[src/hdl/assert_macros.svh]
// Assertion helpers shared by the sequencer modules.
`ifndef ASSERT_MACROS_SVH
`define ASSERT_MACROS_SVH

// Property checked at every rising clock edge outside reset.
`define ASSERT_PROP(label, clk, rst_n, prop, msg) \
  label: assert property (@(posedge clk) disable iff (!(rst_n)) (prop)) else $error(msg);

// Condition that must never hold outside reset.
`define ASSERT_NEVER(label, clk, rst_n, cond, msg) \
  `ASSERT_PROP(label, clk, rst_n, !(cond), msg)

`endif

[src/hdl/pss_pkg.sv]
`timescale 1ns / 1ps

package pss_pkg;

  typedef enum logic [2:0] {
    ACT_TICK  = 3'd0,
    ACT_PLAY  = 3'd1,
    ACT_STOP  = 3'd2,
    ACT_TRIG  = 3'd3,
    ACT_WRITE = 3'd4
  } pss_act_e;

  localparam logic [7:0] NOTE_HOLD   = 8'd255;
  localparam logic [7:0] NOTE_REST   = 8'd0;
  localparam logic [1:0] VOICE_FX    = 2'd3;
  localparam logic [1:0] VOICE_LAST  = 2'd2;
  localparam logic [7:0] FX_VOL_STEP = 8'd6;
  localparam logic [7:0] FX_VOL_MAX  = 8'd60;
  localparam int         FX_FLOOR    = 60;
  localparam int         FX_CEIL     = 65535;
  localparam int unsigned OUTQ_DEPTH = 4;

  localparam logic [3:0][7:0] FPS_RESET = {8'd8, 8'd7, 8'd12, 8'd11};

  typedef struct packed {
    logic [2:0]        action;
    logic [1:0]        song;
    logic [5:0]        transpose;
    logic [11:0]       effect_freq;
    logic [4:0]        effect_life;
    logic signed [7:0] effect_slide;
    logic [2:0]        effect_duty;
    logic [1:0]        pattern_voice;
    logic [4:0]        pattern_index;
    logic [7:0]        pattern_note;
  } pss_in_t;

  // one issued slot: a music voice read, the effect voice or a stop slot
  typedef struct packed {
    logic        vld;
    logic        stop;
    logic [1:0]  ch;
    logic        fin;
    logic [5:0]  transp;
    logic        eff_emit;
    logic        eff_sil;
    logic [15:0] eff_pitch;
    logic [5:0]  eff_vol;
    logic [2:0]  eff_duty;
  } pss_slot_t;

  typedef struct packed {
    logic [1:0]  voice;
    logic        silence;
    logic [15:0] pitch;
    logic [5:0]  volume;
    logic [2:0]  duty;
    logic        last;
  } pss_res_t;

  function automatic logic [5:0] music_vol(input logic [1:0] ch);
    logic [5:0] v;
    case (ch)
      2'd0:    v = 6'd46;
      2'd1:    v = 6'd54;
      2'd2:    v = 6'd30;
      default: v = 6'd0;
    endcase
    return v;
  endfunction

  function automatic logic [2:0] music_duty(input logic [1:0] ch);
    logic [2:0] d;
    case (ch)
      2'd0:    d = 3'd4;
      2'd1:    d = 3'd2;
      default: d = 3'd0;
    endcase
    return d;
  endfunction

endpackage

[src/hdl/pss_ram.sv]
`timescale 1ns / 1ps

module pss_ram #(
  parameter int unsigned WIDTH = 8,
  parameter int unsigned DEPTH = 384,
  localparam int unsigned AW   = (DEPTH > 1) ? $clog2(DEPTH) : 1
) (
  input  logic             clk_i,
  input  logic             we_i,
  input  logic [AW-1:0]    waddr_i,
  input  logic [WIDTH-1:0] wdata_i,
  input  logic             re_i,
  input  logic [AW-1:0]    raddr_i,
  output logic [WIDTH-1:0] rdata_o
);

  logic [WIDTH-1:0] mem_q [DEPTH];
  logic [WIDTH-1:0] rdata_q;

  always_ff @(posedge clk_i) begin
    if (we_i) begin
      mem_q[waddr_i] <= wdata_i;
    end
    if (re_i) begin
      rdata_q <= mem_q[raddr_i];
    end
  end

  assign rdata_o = rdata_q;

endmodule

[src/hdl/pss_ctrl.sv]
`timescale 1ns / 1ps
`include "assert_macros.svh"

module pss_ctrl #(
  parameter int unsigned STEPS = 32,
  parameter int unsigned SONGS = 4,
  localparam int unsigned SW   = $clog2(STEPS),
  localparam int unsigned AW   = $clog2(SONGS * 3 * STEPS)
) (
  input  logic               clk_i,
  input  logic               rst_ni,
  input  logic               in_vld_i,
  input  pss_pkg::pss_in_t   in_i,
  output logic               in_rdy_o,
  input  logic [3:0][7:0]    fps_i,
  input  logic               room_i,
  output pss_pkg::pss_slot_t slot_o,
  output logic               we_o,
  output logic [AW-1:0]      waddr_o,
  output logic [7:0]         wdata_o,
  output logic               re_o,
  output logic [AW-1:0]      raddr_o
);

  // song state
  logic          playing_q, playing_d;
  logic [1:0]    song_q, song_d;
  logic [5:0]    transp_q, transp_d;
  logic [SW-1:0] step_q, step_d;
  logic [7:0]    fcnt_q, fcnt_d;
  // effect state
  logic [15:0]       efreq_q, efreq_d;
  logic [4:0]        erem_q, erem_d;
  logic signed [7:0] eslide_q, eslide_d;
  logic [2:0]        eduty_q, eduty_d;
  // job being issued
  logic          busy_q, busy_d;
  logic          jstop_q, jstop_d;
  logic [1:0]    slot_q, slot_d;
  logic [1:0]    jsong_q, jsong_d;
  logic [SW-1:0] jstep_q, jstep_d;
  logic [5:0]    jtransp_q, jtransp_d;
  logic          jemit_q, jemit_d;
  logic          jsil_q, jsil_d;
  logic [15:0]   jpitch_q, jpitch_d;
  logic [5:0]    jvol_q, jvol_d;
  logic [2:0]    jduty_q, jduty_d;

  logic        fire, fin, acc;
  logic [7:0]  fcnt_inc;
  logic        adv;
  logic [SW-1:0] step_nx;
  logic [4:0]  rem_n;
  logic signed [17:0] fsum;
  logic [15:0] fclamp;
  logic [7:0]  vprod;
  logic [5:0]  vol;

  assign fire     = busy_q & room_i;
  assign fin      = jstop_q ? (slot_q == pss_pkg::VOICE_LAST) : (slot_q == pss_pkg::VOICE_FX);
  assign in_rdy_o = ~busy_q | (fire & fin);
  assign acc      = in_vld_i & in_rdy_o;

  // frame tick arithmetic
  assign fcnt_inc = fcnt_q + 8'd1;
  assign adv      = playing_q && (fcnt_inc >= fps_i[song_q]);
  assign step_nx  = (step_q == SW'(STEPS - 1)) ? '0 : step_q + 1'b1;
  assign rem_n    = erem_q - 5'd1;
  assign fsum     = $signed({2'b00, efreq_q}) + 18'(eslide_q);
  assign vprod    = {3'b000, rem_n} * pss_pkg::FX_VOL_STEP;

  always_comb begin
    if (fsum < 18'sd60) begin
      fclamp = 16'(pss_pkg::FX_FLOOR);
    end else if (fsum > 18'sd65535) begin
      fclamp = 16'(pss_pkg::FX_CEIL);
    end else begin
      fclamp = fsum[15:0];
    end
    vol = (vprod > pss_pkg::FX_VOL_MAX) ? pss_pkg::FX_VOL_MAX[5:0] : vprod[5:0];
  end

  always_comb begin
    playing_d = playing_q;
    song_d    = song_q;
    transp_d  = transp_q;
    step_d    = step_q;
    fcnt_d    = fcnt_q;
    efreq_d   = efreq_q;
    erem_d    = erem_q;
    eslide_d  = eslide_q;
    eduty_d   = eduty_q;
    busy_d    = busy_q;
    jstop_d   = jstop_q;
    slot_d    = slot_q;
    jsong_d   = jsong_q;
    jstep_d   = jstep_q;
    jtransp_d = jtransp_q;
    jemit_d   = jemit_q;
    jsil_d    = jsil_q;
    jpitch_d  = jpitch_q;
    jvol_d    = jvol_q;
    jduty_d   = jduty_q;
    we_o      = 1'b0;
    waddr_o   = AW'((int'(in_i.song) * 3 + int'(in_i.pattern_voice)) * STEPS
                    + int'(in_i.pattern_index));
    wdata_o   = in_i.pattern_note;

    if (fire) begin
      if (fin) begin
        busy_d = 1'b0;
      end else begin
        slot_d = slot_q + 2'd1;
      end
    end

    if (acc) begin
      unique case (in_i.action)
        pss_pkg::ACT_TICK: begin
          busy_d    = 1'b1;
          jstop_d   = 1'b0;
          jsong_d   = song_q;
          jtransp_d = transp_q;
          jstep_d   = adv ? step_nx : step_q;
          slot_d    = adv ? 2'd0 : pss_pkg::VOICE_FX;
          if (playing_q) begin
            fcnt_d = adv ? 8'd0 : fcnt_inc;
            step_d = adv ? step_nx : step_q;
          end
          jemit_d  = (erem_q != 5'd0);
          jsil_d   = (rem_n == 5'd0);
          jpitch_d = (rem_n == 5'd0) ? 16'd0 : fclamp;
          jvol_d   = (rem_n == 5'd0) ? 6'd0 : vol;
          jduty_d  = (rem_n == 5'd0) ? 3'd0 : eduty_q;
          if (erem_q != 5'd0) begin
            erem_d  = rem_n;
            efreq_d = fclamp;
          end
        end
        pss_pkg::ACT_PLAY: begin
          if ((int'(in_i.song) < SONGS) && !(playing_q && song_q == in_i.song
                                             && transp_q == in_i.transpose)) begin
            song_d    = in_i.song;
            transp_d  = in_i.transpose;
            playing_d = 1'b1;
            step_d    = '0;
            fcnt_d    = 8'd0;
          end
        end
        pss_pkg::ACT_STOP: begin
          playing_d = 1'b0;
          busy_d    = 1'b1;
          jstop_d   = 1'b1;
          jemit_d   = 1'b0;
          slot_d    = 2'd0;
        end
        pss_pkg::ACT_TRIG: begin
          efreq_d  = {4'd0, in_i.effect_freq};
          erem_d   = in_i.effect_life;
          eslide_d = in_i.effect_slide;
          eduty_d  = in_i.effect_duty;
        end
        pss_pkg::ACT_WRITE: begin
          we_o = (int'(in_i.song) < SONGS) && (in_i.pattern_voice < pss_pkg::VOICE_FX)
                 && (int'(in_i.pattern_index) < STEPS);
        end
        default: ;
      endcase
    end
  end

  always_ff @(posedge clk_i or negedge rst_ni) begin
    if (!rst_ni) begin
      playing_q <= 1'b0;
      song_q    <= 2'd0;
      transp_q  <= 6'd0;
      step_q    <= '0;
      fcnt_q    <= 8'd0;
      efreq_q   <= 16'd0;
      erem_q    <= 5'd0;
      eslide_q  <= 8'sd0;
      eduty_q   <= 3'd0;
      busy_q    <= 1'b0;
      jstop_q   <= 1'b0;
      slot_q    <= 2'd0;
    end else begin
      playing_q <= playing_d;
      song_q    <= song_d;
      transp_q  <= transp_d;
      step_q    <= step_d;
      fcnt_q    <= fcnt_d;
      efreq_q   <= efreq_d;
      erem_q    <= erem_d;
      eslide_q  <= eslide_d;
      eduty_q   <= eduty_d;
      busy_q    <= busy_d;
      jstop_q   <= jstop_d;
      slot_q    <= slot_d;
    end
  end

  always_ff @(posedge clk_i) begin
    jsong_q   <= jsong_d;
    jstep_q   <= jstep_d;
    jtransp_q <= jtransp_d;
    jemit_q   <= jemit_d;
    jsil_q    <= jsil_d;
    jpitch_q  <= jpitch_d;
    jvol_q    <= jvol_d;
    jduty_q   <= jduty_d;
  end

  // pattern reads for the three music slots of a tick job
  assign re_o    = fire & ~jstop_q & (slot_q != pss_pkg::VOICE_FX);
  assign raddr_o = AW'((int'(jsong_q) * 3 + int'(slot_q)) * STEPS + int'(jstep_q));

  always_comb begin
    slot_o           = '0;
    slot_o.vld       = fire;
    slot_o.stop      = jstop_q;
    slot_o.ch        = slot_q;
    slot_o.fin       = fin;
    slot_o.transp    = jtransp_q;
    slot_o.eff_emit  = jemit_q;
    slot_o.eff_sil   = jsil_q;
    slot_o.eff_pitch = jpitch_q;
    slot_o.eff_vol   = jvol_q;
    slot_o.eff_duty  = jduty_q;
  end

  `ASSERT_NEVER(a_rw_overlap, clk_i, rst_ni, we_o && re_o,
                "pattern write collides with a pattern read")
  `ASSERT_PROP(a_stop_job, clk_i, rst_ni,
               (acc && in_i.action == pss_pkg::ACT_STOP) |=>
               (busy_q && jstop_q && slot_q == 2'd0 && !playing_q),
               "stop did not start a stop job")
  `ASSERT_PROP(a_tick_job, clk_i, rst_ni,
               (acc && in_i.action == pss_pkg::ACT_TICK) |=> (busy_q && !jstop_q),
               "frame tick did not start a job")

endmodule

[src/hdl/pss_fmt.sv]
`timescale 1ns / 1ps
`include "assert_macros.svh"

module pss_fmt #(
  parameter int unsigned NOTES = 48
) (
  input  logic               clk_i,
  input  logic               rst_ni,
  input  pss_pkg::pss_slot_t slot_i,
  input  logic [7:0]         rdata_i,
  output logic               b_vld_o,
  output logic               push_o,
  output pss_pkg::pss_res_t  push_data_o
);

  pss_pkg::pss_slot_t b_q;
  pss_pkg::pss_res_t  pend_q, pend_d, cand;
  logic               pend_vld_q, pend_vld_d;
  logic [8:0]         sum;

  assign sum     = {1'b0, rdata_i} + 9'(b_q.transp);
  assign b_vld_o = b_q.vld;

  // A music result waits in pend_q until the next result of the same item
  // shows up, so that the last one can be flagged when the effect is silent.
  always_comb begin
    cand        = '0;
    cand.voice  = b_q.ch;
    push_o      = 1'b0;
    push_data_o = '0;
    pend_d      = pend_q;
    pend_vld_d  = pend_vld_q;
    if (b_q.vld) begin
      if (b_q.stop) begin
        cand.silence = 1'b1;
        cand.last    = b_q.fin;
        push_o       = 1'b1;
        push_data_o  = cand;
      end else if (b_q.ch == pss_pkg::VOICE_FX) begin
        if (b_q.eff_emit) begin
          cand.silence = b_q.eff_sil;
          cand.pitch   = b_q.eff_pitch;
          cand.volume  = b_q.eff_vol;
          cand.duty    = b_q.eff_duty;
          cand.last    = 1'b1;
          push_o       = 1'b1;
          push_data_o  = cand;
        end else if (pend_vld_q) begin
          push_o           = 1'b1;
          push_data_o      = pend_q;
          push_data_o.last = 1'b1;
          pend_vld_d       = 1'b0;
        end
      end else if (rdata_i != pss_pkg::NOTE_HOLD) begin
        if (rdata_i == pss_pkg::NOTE_REST) begin
          cand.silence = 1'b1;
        end else begin
          cand.pitch  = (sum > 9'(NOTES - 1)) ? 16'(NOTES - 1) : 16'(sum);
          cand.volume = pss_pkg::music_vol(b_q.ch);
          cand.duty   = pss_pkg::music_duty(b_q.ch);
        end
        if (b_q.eff_emit) begin
          push_o      = 1'b1;
          push_data_o = cand;
        end else begin
          push_o      = pend_vld_q;
          push_data_o = pend_q;
          pend_d      = cand;
          pend_vld_d  = 1'b1;
        end
      end
    end
  end

  always_ff @(posedge clk_i or negedge rst_ni) begin
    if (!rst_ni) begin
      b_q        <= '0;
      pend_vld_q <= 1'b0;
    end else begin
      b_q        <= slot_i;
      pend_vld_q <= pend_vld_d;
    end
  end

  always_ff @(posedge clk_i) begin
    pend_q <= pend_d;
  end

  `ASSERT_NEVER(a_pend_with_fx, clk_i, rst_ni,
                b_q.vld && b_q.ch == pss_pkg::VOICE_FX && b_q.eff_emit && pend_vld_q,
                "held music result left behind an effect result")
  `ASSERT_PROP(a_pend_flushed, clk_i, rst_ni,
               (b_q.vld && !b_q.stop && b_q.ch == pss_pkg::VOICE_FX) |=> !pend_vld_q,
               "held music result survived the end of its item")

endmodule

[src/hdl/pss_outq.sv]
`timescale 1ns / 1ps
`include "assert_macros.svh"

module pss_outq (
  input  logic              clk_i,
  input  logic              rst_ni,
  input  logic              push_i,
  input  pss_pkg::pss_res_t push_data_i,
  input  logic              b_vld_i,
  output logic              room_o,
  output logic              out_vld_o,
  input  logic              out_rdy_i,
  output pss_pkg::pss_res_t out_data_o
);

  localparam int unsigned PW = $clog2(pss_pkg::OUTQ_DEPTH);
  localparam int unsigned CW = $clog2(pss_pkg::OUTQ_DEPTH + 1);

  pss_pkg::pss_res_t q_q [pss_pkg::OUTQ_DEPTH];
  logic [PW-1:0] wr_q, rd_q;
  logic [CW-1:0] cnt_q;
  logic          pop;

  assign out_vld_o  = (cnt_q != '0);
  assign out_data_o = q_q[rd_q];
  assign pop        = out_vld_o & out_rdy_i;
  // one slot may issue only if its result and the one in flight both fit
  assign room_o     = (cnt_q + CW'(b_vld_i)) < CW'(pss_pkg::OUTQ_DEPTH);

  always_ff @(posedge clk_i or negedge rst_ni) begin
    if (!rst_ni) begin
      wr_q  <= '0;
      rd_q  <= '0;
      cnt_q <= '0;
    end else begin
      if (push_i) begin
        wr_q <= wr_q + 1'b1;
      end
      if (pop) begin
        rd_q <= rd_q + 1'b1;
      end
      cnt_q <= cnt_q + CW'(push_i) - CW'(pop);
    end
  end

  always_ff @(posedge clk_i) begin
    if (push_i) begin
      q_q[wr_q] <= push_data_i;
    end
  end

  `ASSERT_NEVER(a_no_overflow, clk_i, rst_ni,
                push_i && !pop && cnt_q == CW'(pss_pkg::OUTQ_DEPTH),
                "result queue overflow")

endmodule

[src/hdl/pattern_step_sequencer_with_sfx_voice_core.sv]
`timescale 1ns / 1ps

// Channel   Dir  Handshake                  Payload
// s_axis    in   s_axis_tvalid/tready       tuser: action; tdata: song..pattern_note
// m_axis    out  m_axis_tvalid/tready       tuser: voice, silence; tdata: pitch,
//                                           volume, duty; tlast: last
// apb       in   psel & penable & pwrite    four frames-per-step registers at 4*i
//
// A frame tick that advances the step issues three pattern reads through the
// single RAM read port, then the effect slot. A stop issues one silencing
// slot per music voice, a tick without a step advance only the effect slot,
// and any other item none. Results leave through a 4-entry queue; input also
// stalls while that queue cannot take the next slot's result. Reset clears all
// control state; the pattern RAM is not cleared and needs no clearing pass.

module pattern_step_sequencer_with_sfx_voice_core #(
  parameter int unsigned STEPS = 32,
  parameter int unsigned SONGS = 4,
  parameter int unsigned NOTES = 48
) (
  input  logic        clk_i,
  input  logic        rst_ni,
  // input items
  input  logic        s_axis_tvalid,
  output logic        s_axis_tready,
  input  logic [55:0] s_axis_tdata,   // song, transpose, effect_freq, effect_life,
                                      // effect_slide, effect_duty, pattern_voice,
                                      // pattern_index, pattern_note, zero pad
  input  logic [2:0]  s_axis_tuser,   // action
  // result items
  output logic        m_axis_tvalid,
  input  logic        m_axis_tready,
  output logic [31:0] m_axis_tdata,   // pitch, volume, duty, zero pad
  output logic [2:0]  m_axis_tuser,   // voice, silence
  output logic        m_axis_tlast,
  // configuration
  input  logic        psel,
  input  logic        penable,
  input  logic        pwrite,
  input  logic [3:0]  paddr,
  input  logic [31:0] pwdata,
  output logic [31:0] prdata,
  output logic        pready
);

  localparam int unsigned DEPTH = SONGS * 3 * STEPS;
  localparam int unsigned AW    = $clog2(DEPTH);

  pss_pkg::pss_in_t   in_item;
  pss_pkg::pss_slot_t slot;
  pss_pkg::pss_res_t  push_data, out_data;
  logic [3:0][7:0]    fps_q;
  logic               room, push, b_vld;
  logic               we, re;
  logic [AW-1:0]      waddr, raddr;
  logic [7:0]         wdata, rdata;

  // unpack the input item, lowest field first
  always_comb begin
    in_item               = '0;
    in_item.action        = s_axis_tuser;
    in_item.song          = s_axis_tdata[1:0];
    in_item.transpose     = s_axis_tdata[7:2];
    in_item.effect_freq   = s_axis_tdata[19:8];
    in_item.effect_life   = s_axis_tdata[24:20];
    in_item.effect_slide  = s_axis_tdata[32:25];
    in_item.effect_duty   = s_axis_tdata[35:33];
    in_item.pattern_voice = s_axis_tdata[37:36];
    in_item.pattern_index = s_axis_tdata[42:38];
    in_item.pattern_note  = s_axis_tdata[50:43];
  end

  // frames-per-step registers; the user must write them only while the block is idle (not enforced by the block)
  assign pready = 1'b1;
  assign prdata = {24'd0, fps_q[paddr[3:2]]};

  always_ff @(posedge clk_i or negedge rst_ni) begin
    if (!rst_ni) begin
      fps_q <= pss_pkg::FPS_RESET;
    end else if (psel && penable && pwrite) begin
      fps_q[paddr[3:2]] <= pwdata[7:0];
    end
  end

  // state, job sequencing and pattern RAM addressing
  pss_ctrl #(
    .STEPS(STEPS),
    .SONGS(SONGS)
  ) u_ctrl (
    .clk_i    (clk_i),
    .rst_ni   (rst_ni),
    .in_vld_i (s_axis_tvalid),
    .in_i     (in_item),
    .in_rdy_o (s_axis_tready),
    .fps_i    (fps_q),
    .room_i   (room),
    .slot_o   (slot),
    .we_o     (we),
    .waddr_o  (waddr),
    .wdata_o  (wdata),
    .re_o     (re),
    .raddr_o  (raddr)
  );

  // pattern store: song-major, then voice, then step
  pss_ram #(
    .WIDTH(8),
    .DEPTH(DEPTH)
  ) u_pattern_ram (
    .clk_i   (clk_i),
    .we_i    (we),
    .waddr_i (waddr),
    .wdata_i (wdata),
    .re_i    (re),
    .raddr_i (raddr),
    .rdata_o (rdata)
  );

  // note decode, clamp and last-flag resolution
  pss_fmt #(
    .NOTES(NOTES)
  ) u_fmt (
    .clk_i       (clk_i),
    .rst_ni      (rst_ni),
    .slot_i      (slot),
    .rdata_i     (rdata),
    .b_vld_o     (b_vld),
    .push_o      (push),
    .push_data_o (push_data)
  );

  pss_outq u_outq (
    .clk_i       (clk_i),
    .rst_ni      (rst_ni),
    .push_i      (push),
    .push_data_i (push_data),
    .b_vld_i     (b_vld),
    .room_o      (room),
    .out_vld_o   (m_axis_tvalid),
    .out_rdy_i   (m_axis_tready),
    .out_data_o  (out_data)
  );

  assign m_axis_tdata = {7'd0, out_data.duty, out_data.volume, out_data.pitch};
  assign m_axis_tuser = {out_data.silence, out_data.voice};
  assign m_axis_tlast = out_data.last;

endmodule
[config.mk]
export PLATFORM = sky130hd
export DESIGN_NAME = pattern_step_sequencer_with_sfx_voice_core
export DESIGN_NICKNAME = d
export VERILOG_FILES = /design/src/hdl/pss_pkg.sv /design/src/hdl/pss_ram.sv /design/src/hdl/pss_ctrl.sv /design/src/hdl/pss_fmt.sv /design/src/hdl/pss_outq.sv /design/src/hdl/pattern_step_sequencer_with_sfx_voice_core.sv
export VERILOG_INCLUDE_DIRS = /design/src /design/src/hdl
export SDC_FILE = /design/constraint.sdc
export NUM_CORES = 2
export LEC_CHECK = 0
export BUFFER_PORTS_ARGS = -buffer_cell sky130_fd_sc_hd__buf_2
export CAP_MARGIN = 30
export CORE_ASPECT_RATIO = 2
export CORE_MARGIN = 2
export CORE_UTILIZATION = 57
export DETAILED_ROUTE_END_ITERATION = 12
export PLACE_DENSITY = 0.88
export SYNTH_ARGS = -nofsm -noshare
export SYNTH_HDL_FRONTEND = slang
export SYNTH_SLANG_ARGS = --single-unit
export TNS_END_PERCENT = 50
[constraint.sdc]
create_clock -name clk_i -period 5.7 [get_ports clk_i]
set_input_delay 1.425 -clock clk_i [delete_from_list [all_inputs] [get_ports clk_i]]
set_output_delay 1.425 -clock clk_i [all_outputs]
set_load 0.01 [all_outputs]
After elaboration in Yosys (flattened, before gate mapping). Memories as Yosys holds them, arrays and structs flattened. A register that Yosys moved wholly into a read port is not among the register bits. Index checks and enable logic that the tools add are counted.

Bits in registers: 204. Bits in latches: 0. Memory bits (writable): 3188. ROM bits: 0. Input port bits: 102. Output and inout port bits: 71. Logic and storage cells: 198. Memories: 2.

Memories: u_pattern_ram.mem_q (depth 384, bits a word 8, rd ports 1, clocked after memory_dff 1, write ports 1, line pss_ram.sv:17) `logic [WIDTH-1:0] mem_q [DEPTH];`; u_outq.q_q (depth 4, bits a word 29, rd ports 1, clocked after memory_dff 0, write ports 1, line pss_outq.sv:19) `pss_pkg::pss_res_t q_q [pss_pkg::OUTQ_DEPTH];`.

$add $sub $neg: 15. $mul: 3. Divide/modulo/power cells: 0. Order comparisons: 10. Equal/unequal tests: 17. Shift-type cells: 0. Muxes and demuxes: 66. Bitwise operators: 13. Reductions and logical operators: 28.

Operators with widths (number): 29-bit 2-to-1 mux (7); 16-bit 2-to-1 mux (3); 8-bit 2-to-1 mux (6); 8-bit binary-select mux with 2-bit select (2); 32-bit bitwise mux (1); 16-bit one-hot mux with 2 select lines (1); 25-bit 2-to-1 mux (1); 5-bit 2-to-1 mux (5); 1-bit 2-to-1 mux (24); 5-bit one-hot mux with 2 select lines (2); 17-bit by 8-bit adder with 18-bit output (1); 9-bit by 5-bit adder with 9-bit output (2); 18-bit by 17-bit greater-than comparator with 1-bit output (second input constant) (1); 18-bit by 7-bit < comparator with 1-bit output (second input constant) (1); 6-bit one-hot mux with 3 select lines (1); 8-bit demux with 2-bit select (1); 8-bit one-hot mux with 2 select lines (1); 2-bit nonzero test (5); 8-bit by 6-bit adder with 9-bit output (1); 9-bit by 6-bit greater-than comparator with 1-bit output (second input constant) (1); 9-bit 2-to-1 mux (1); 3-bit AND reduction (3); 4-bit by 2-bit adder with 4-bit output (2); 8-bit by 1-bit adder with 8-bit output (second input constant) (1); other kinds (43) (78).

Longest topological paths before layout.
Word-level depth: 9. Gate-level depth with buffers: 13. Depth with buffers taken out: 12.

Modules after synthesis. Synthesis repeated with hierarchy kept, for this count alone.

Cells, all modules: 6554. Area, all modules: 134726.7 µm².

Modules (own cells, without submodules): pss_ram (instances 1, cells an instance 5415, area each 119504.6 µm², seq. area each 92488.7 µm²); pss_ctrl (instances 1, cells an instance 594, area each 6232.2 µm², seq. area each 2622.5 µm²); pss_outq (instances 1, cells an instance 187, area each 4595.7 µm², seq. area each 3658.5 µm²); pss_fmt (instances 1, cells an instance 244, area each 2708.8 µm², seq. area each 1516.5 µm²); pattern_step_sequencer_with_sfx_voice_core (instances 1, cells an instance 114, area each 1685.4 µm², seq. area each 812.0 µm²).

Worst setup path after synthesis. OpenSTA, ideal clock, no wires.

Path type: input to register. From: input s_axis_tuser[0]. To: register u_ctrl.step_q[3]. Library setup time: 0.126 ns. Arrival time: 6.616 ns. Required time: 5.574 ns. Path slack: -1.042 ns. Stages: 5. Path buffers: 1. Cell sequence: nor4_1 nand2_1 and2_1 clkbuf_1 a221o_1.

Longest elaborated chain between the ends: 3. Elaborated cells on any way between the ends: 7. Classes of those cells: 3 x eq/ne; 1 x mux; 3 x reduce/logical.

RTL lines: start, declared (line pattern_step_sequencer_with_sfx_voice_core.sv:29) `input logic [2:0] s_axis_tuser,`; 3-bit by 1-bit == test with 1-bit output or 3-bit zero test (tied branches) (line pss_ctrl.sv:118) `unique case (in_i.action)`; 2-bit != test (no line), or another cell as far along; 4-bit AND reduction (no line); end signal, assigned (line pss_ctrl.sv:190) `step_q <= step_d;`; end, declared (line pss_ctrl.sv:29) `logic [SW-1:0] step_q, step_d;`.

Parallel ways exist; a longest one is shown, timed or not. A chain may end at the register's enable or synchronous reset.

Final worst setup path.
From: register u_ctrl.slot_q[1]. To: register u_pattern_ram.rdata_q[4] (netlist: u_pattern_ram.rdata_o[4]) (read register of u_pattern_ram.mem_q) (data pin).

Longest elaborated chain between the ends: 2. Elaborated cells on any way between the ends: 4. Classes of those cells: 2 x add/sub; 1 x eq/ne; 1 x bitwise.

RTL lines: start, declared (line pss_ctrl.sv:39) `logic [1:0] slot_q, slot_d;`; start signal, assigned (line pss_ctrl.sv:198) `slot_q <= slot_d;`; 4-bit by 2-bit adder with 4-bit output or 2-bit != test (tied branches) (line pss_ctrl.sv:215, pss_ctrl.sv:214); 9-bit by 5-bit adder with 9-bit output or 1-bit AND (tied branches) (line pss_ctrl.sv:215, pss_ctrl.sv:214); end, declared (line pss_ram.sv:18) `logic [WIDTH-1:0] rdata_q;`.

Parallel ways exist; a longest one is shown, timed or not.

==> impl_metrics.toml <==
[run_status]
status = "finished clean"

[drt]
wl_per_cell_um = 41.5
dr.pass1.iters = 9
dr_wl_met2_mm = 196
drtIter0Drc = 11653
num_vias = 71763
wl_met3_mm = 42.6
ant_nets = 0
wl_met1_mm = 112
routed_wl_mm = 400
drc_errors = 0
top_layer = "met5"
vias_per_cell = 7.44

[global_routing]
grt.total_usage_pct = 33.5
grt_start_max_net_pins = 145
grt_pass1_wl_mm = 559
antenna_found_initial = 37
grt_pass1_vias = 72902
grt_overflow_total = 0

[setup_path]
rr_endpoint = "u_pattern_ram.rdata_o[4]$_DFFE_PP_"
max_stage_delay_ns = 0.98
cp_top_family = "adder cells"
path_cells = "fa_1, ha_1, inv_1, fa_1, nor2b_4, buf_4, a22o_1, a221oi_1, o22ai_1, o21ai_1, o21ai_1"
cp-start-kind = "register"
crit_type = "reg2reg"
cp.required_ns = 6.39
critical_path_buf_inv_count = 2
cp.arrival_ns = 6.29
timing.rr.start = "u_ctrl.slot_q[1]$_DFF_PN0_"
ff2ff_path_depth = 11
r2r_slack_ns = 0.11
path_max_fanout = 12
cp_slowest_cell = "fa_1"
end_kind = "register"

[cts]
cts_setup_buffers = 0
ctsHoldBuffers = 0
clock_sinks = 3384
clk_latency_ns = 0.92
cts_max_path_buffers = 4
root_buffer = "clkbuf_16"
cts_tree = "built"
cts_made_buffers = 267
path_clk_slew_ns = 0.08
cts-resized-gates = 0
htreeDepth = 5

[floorplan]
ioPinCount = 173
fp.coreArea_sq_mm = 0.232
initial_core_util_pct = 57.3
fp.dieH_um = 687
die_w_um = 346
dieArea_sq_mm = 0.238
fp-row-count = 250

[power_and_ir_drop]
peakVddDrop_mv = 0.294
powerDensity_mw_per_mm2 = 371
p_leak_nw = 46.6

[logic_synthesis]
yosysTopAreaCellShare_pct = 73.3
synthCells = 6023
synth_area_leaders = "edfxtp_1, mux4_2, dfrtp_1"
ys_seq_elements = 3384
synth_area_leader_cell = "edfxtp_1"
yosysSeqAreaShare_pct = 75.9
avgSynthCellArea_sq_um = 22.1
synth-main-ff-cell = "edfxtp_1"
async_flop_share_pct = 3.99
synth_warnings = 0
post_synth_num_cell_types = 69
synth-edff-count = 3249
syn_area_sq_mm = 0.133

[sta]
fin_crit_sh_pct = 98.1
fin_crit_ns = 5.59
maxSlewViolCount = 0
maxSlewHeadroom_pct = 22.1
tightest_slew_ns = 1.17
hold_viol_final = 0
tns_ns = 0
fin_skew_ns = 0.0823
rsz0062_at_grt = "no"
fin_hold_ws_ns = 0.352
setup_viol = 0
timing.fmax_mhz = 179

[min_path]
hold_depth = 0
min_to = "u_fmt.b_q[6]$_DFF_PN0_"
hold_start = "u_ctrl.jvol_q[3]$_SDFFCE_PP0P_"
hp-class = "reg2reg"

[place]
gp_congestion = 0.952
dpl.hpwl_mm = 224
dp_cells = 9142
portBuffers = 108
place_area_sq_mm = 0.139

[final_layout]
nFillCells = 13277
design_area_sq_mm = 0.147
utilization_pct = 63.5
layout.cells.non_filler = 9642
syn2layout_area_growth_pct = 10.8
drive_above_1_share_pct = 29.3
nets = 6562
layout_commonest_cell = "edfxtp_1"
final_cell_mix = "edfxtp_1, mux4_2, nor2_1"

[flow_run]
maxCapViolCount = 0
==> cell type report <==
type | count | area, sq um | share of cell area [%]
multi-input combinational | 2250 | 30400 | 20.6
timing repair buffer | 433 | 3610 | 2.45
clock buffer | 316 | 6970 | 4.73
clock inverter | 148 | 1470 | 0.995
inverter | 56 | 210 | 0.143
sequential | 3384 | 101000 | 68.5
tap | 3024 | 3780 | 2.57
antenna | 31 | 77.6 | 0.0526
==> per-stage QoR <==
stage | setup WS [ns] | power [mW]
3_5_place_dp | 0.261 | 35.2
5_1_grt | 0.407 | 55.4
2_1_floorplan | 0.758 | 32.5
4_1_cts | 0.629 | 54.0
3_3_place_gp | 0.675 | 34.7
6_report | 0.107 | 54.7
==> power breakdown <==
group | switching (mW) | internal (mW) | leakage [nW]
clock | 9.08 | 9.94 | 4.12
sequential | 0.486 | 27.9 | 30.9
combinational | 4.91 | 2.43 | 11.6
==> registers in the layout (all words and copies together), names as in the netlist, 3 cells and up <==
register and cells:
fps_q 32, u_ctrl.eduty_q 3, u_ctrl.efreq_q 16, u_ctrl.erem_q 5, u_ctrl.eslide_q 8, u_ctrl.fcnt_q 8
u_ctrl.jduty_q 3, u_ctrl.jpitch_q 16, u_ctrl.jstep_q 5, u_ctrl.jtransp_q 6, u_ctrl.jvol_q 5, u_ctrl.step_q 5
u_ctrl.transp_q 6, u_fmt.b_q 36, u_fmt.pend_q 18, u_outq.cnt_q 3, u_outq.q_q 112, u_pattern_ram.mem_q 3072
u_pattern_ram.rdata_o 8
==> per-layer routing <==
layer | GRT usage (%) | up-vias
met5 | 0.0408 | -
met4 | 31.3 | 24
met3 | 7.24 | 2178
met2 | 55.1 | 7277
met1 | 36.2 | 36501
li1 | - | 25783
==> cell usage after synthesis (all sizes together), types with 5 or more instances <==
library cell	count
fa	8
nand2b	8
xor2	19
dfrtp	126
nand4	11
o21ai	58
a22oi	43
and2	23
o21a	5
mux4	1020
clkbuf	221
a21oi	55
nor2b	15
o22ai	9
and3	16
a21o	13
nor4	9
nor3	35
mux2	55
xnor2	21
o31ai	18
ha	60
or3	9
edfxtp	3249
a22o	40
mux2i	10
and3b	5
dfstp	9
o211ai	5
nand2	101
a221oi	17
nor2	454
inv	55
nand3	17
buf	146
==> kinds of logic after synthesis <==
group / count (synthesis) / synth area share (%)
flops: 3384 / 75.9
fa+ha+maj: 68 / 0.684
xor+xnor: 40 / 0.263
mux: 1085 / 17.8
buf+inv: 423 / 1.49
simple gates: 724 / 2.35
compound gates: 297 / 1.55
other cells: 2 / 0.00564
==> worst max path at each step <==
stage	start	end	slack, ns	depth (start not counted)
3_3_place_gp	s_axis_tdata[0]	u_pattern_ram.mem_q[328][3]$_DFFE_PP_	0.68	9
3_5_place_dp	s_axis_tdata[0]	u_pattern_ram.mem_q[332][3]$_DFFE_PP_	0.26	9
2_1_floorplan	s_axis_tvalid	u_ctrl.step_q[3]$_DFFE_PN0P_	0.76	6
4_1_cts	u_ctrl.slot_q[1]$_DFF_PN0_	u_pattern_ram.rdata_o[4]$_DFFE_PP_	0.63	11
5_1_grt	u_ctrl.slot_q[1]$_DFF_PN0_	u_pattern_ram.rdata_o[4]$_DFFE_PP_	0.41	11
6_report	u_ctrl.slot_q[1]$_DFF_PN0_	u_pattern_ram.rdata_o[4]$_DFFE_PP_	0.11	11
==> worst reg2reg max path, delay by kind of cell, from the launching register on <==
family / cells / cell delay [ns]
adders and majority gates: 3 / 1.91
and+or+nand+nor: 1 / 0.86
DFF: 1 / 0.51
AOI/OAI and AO/OA: 5 / 1.65
buffers and inverters: 2 / 0.52
(Power assumes the default switching activity.)
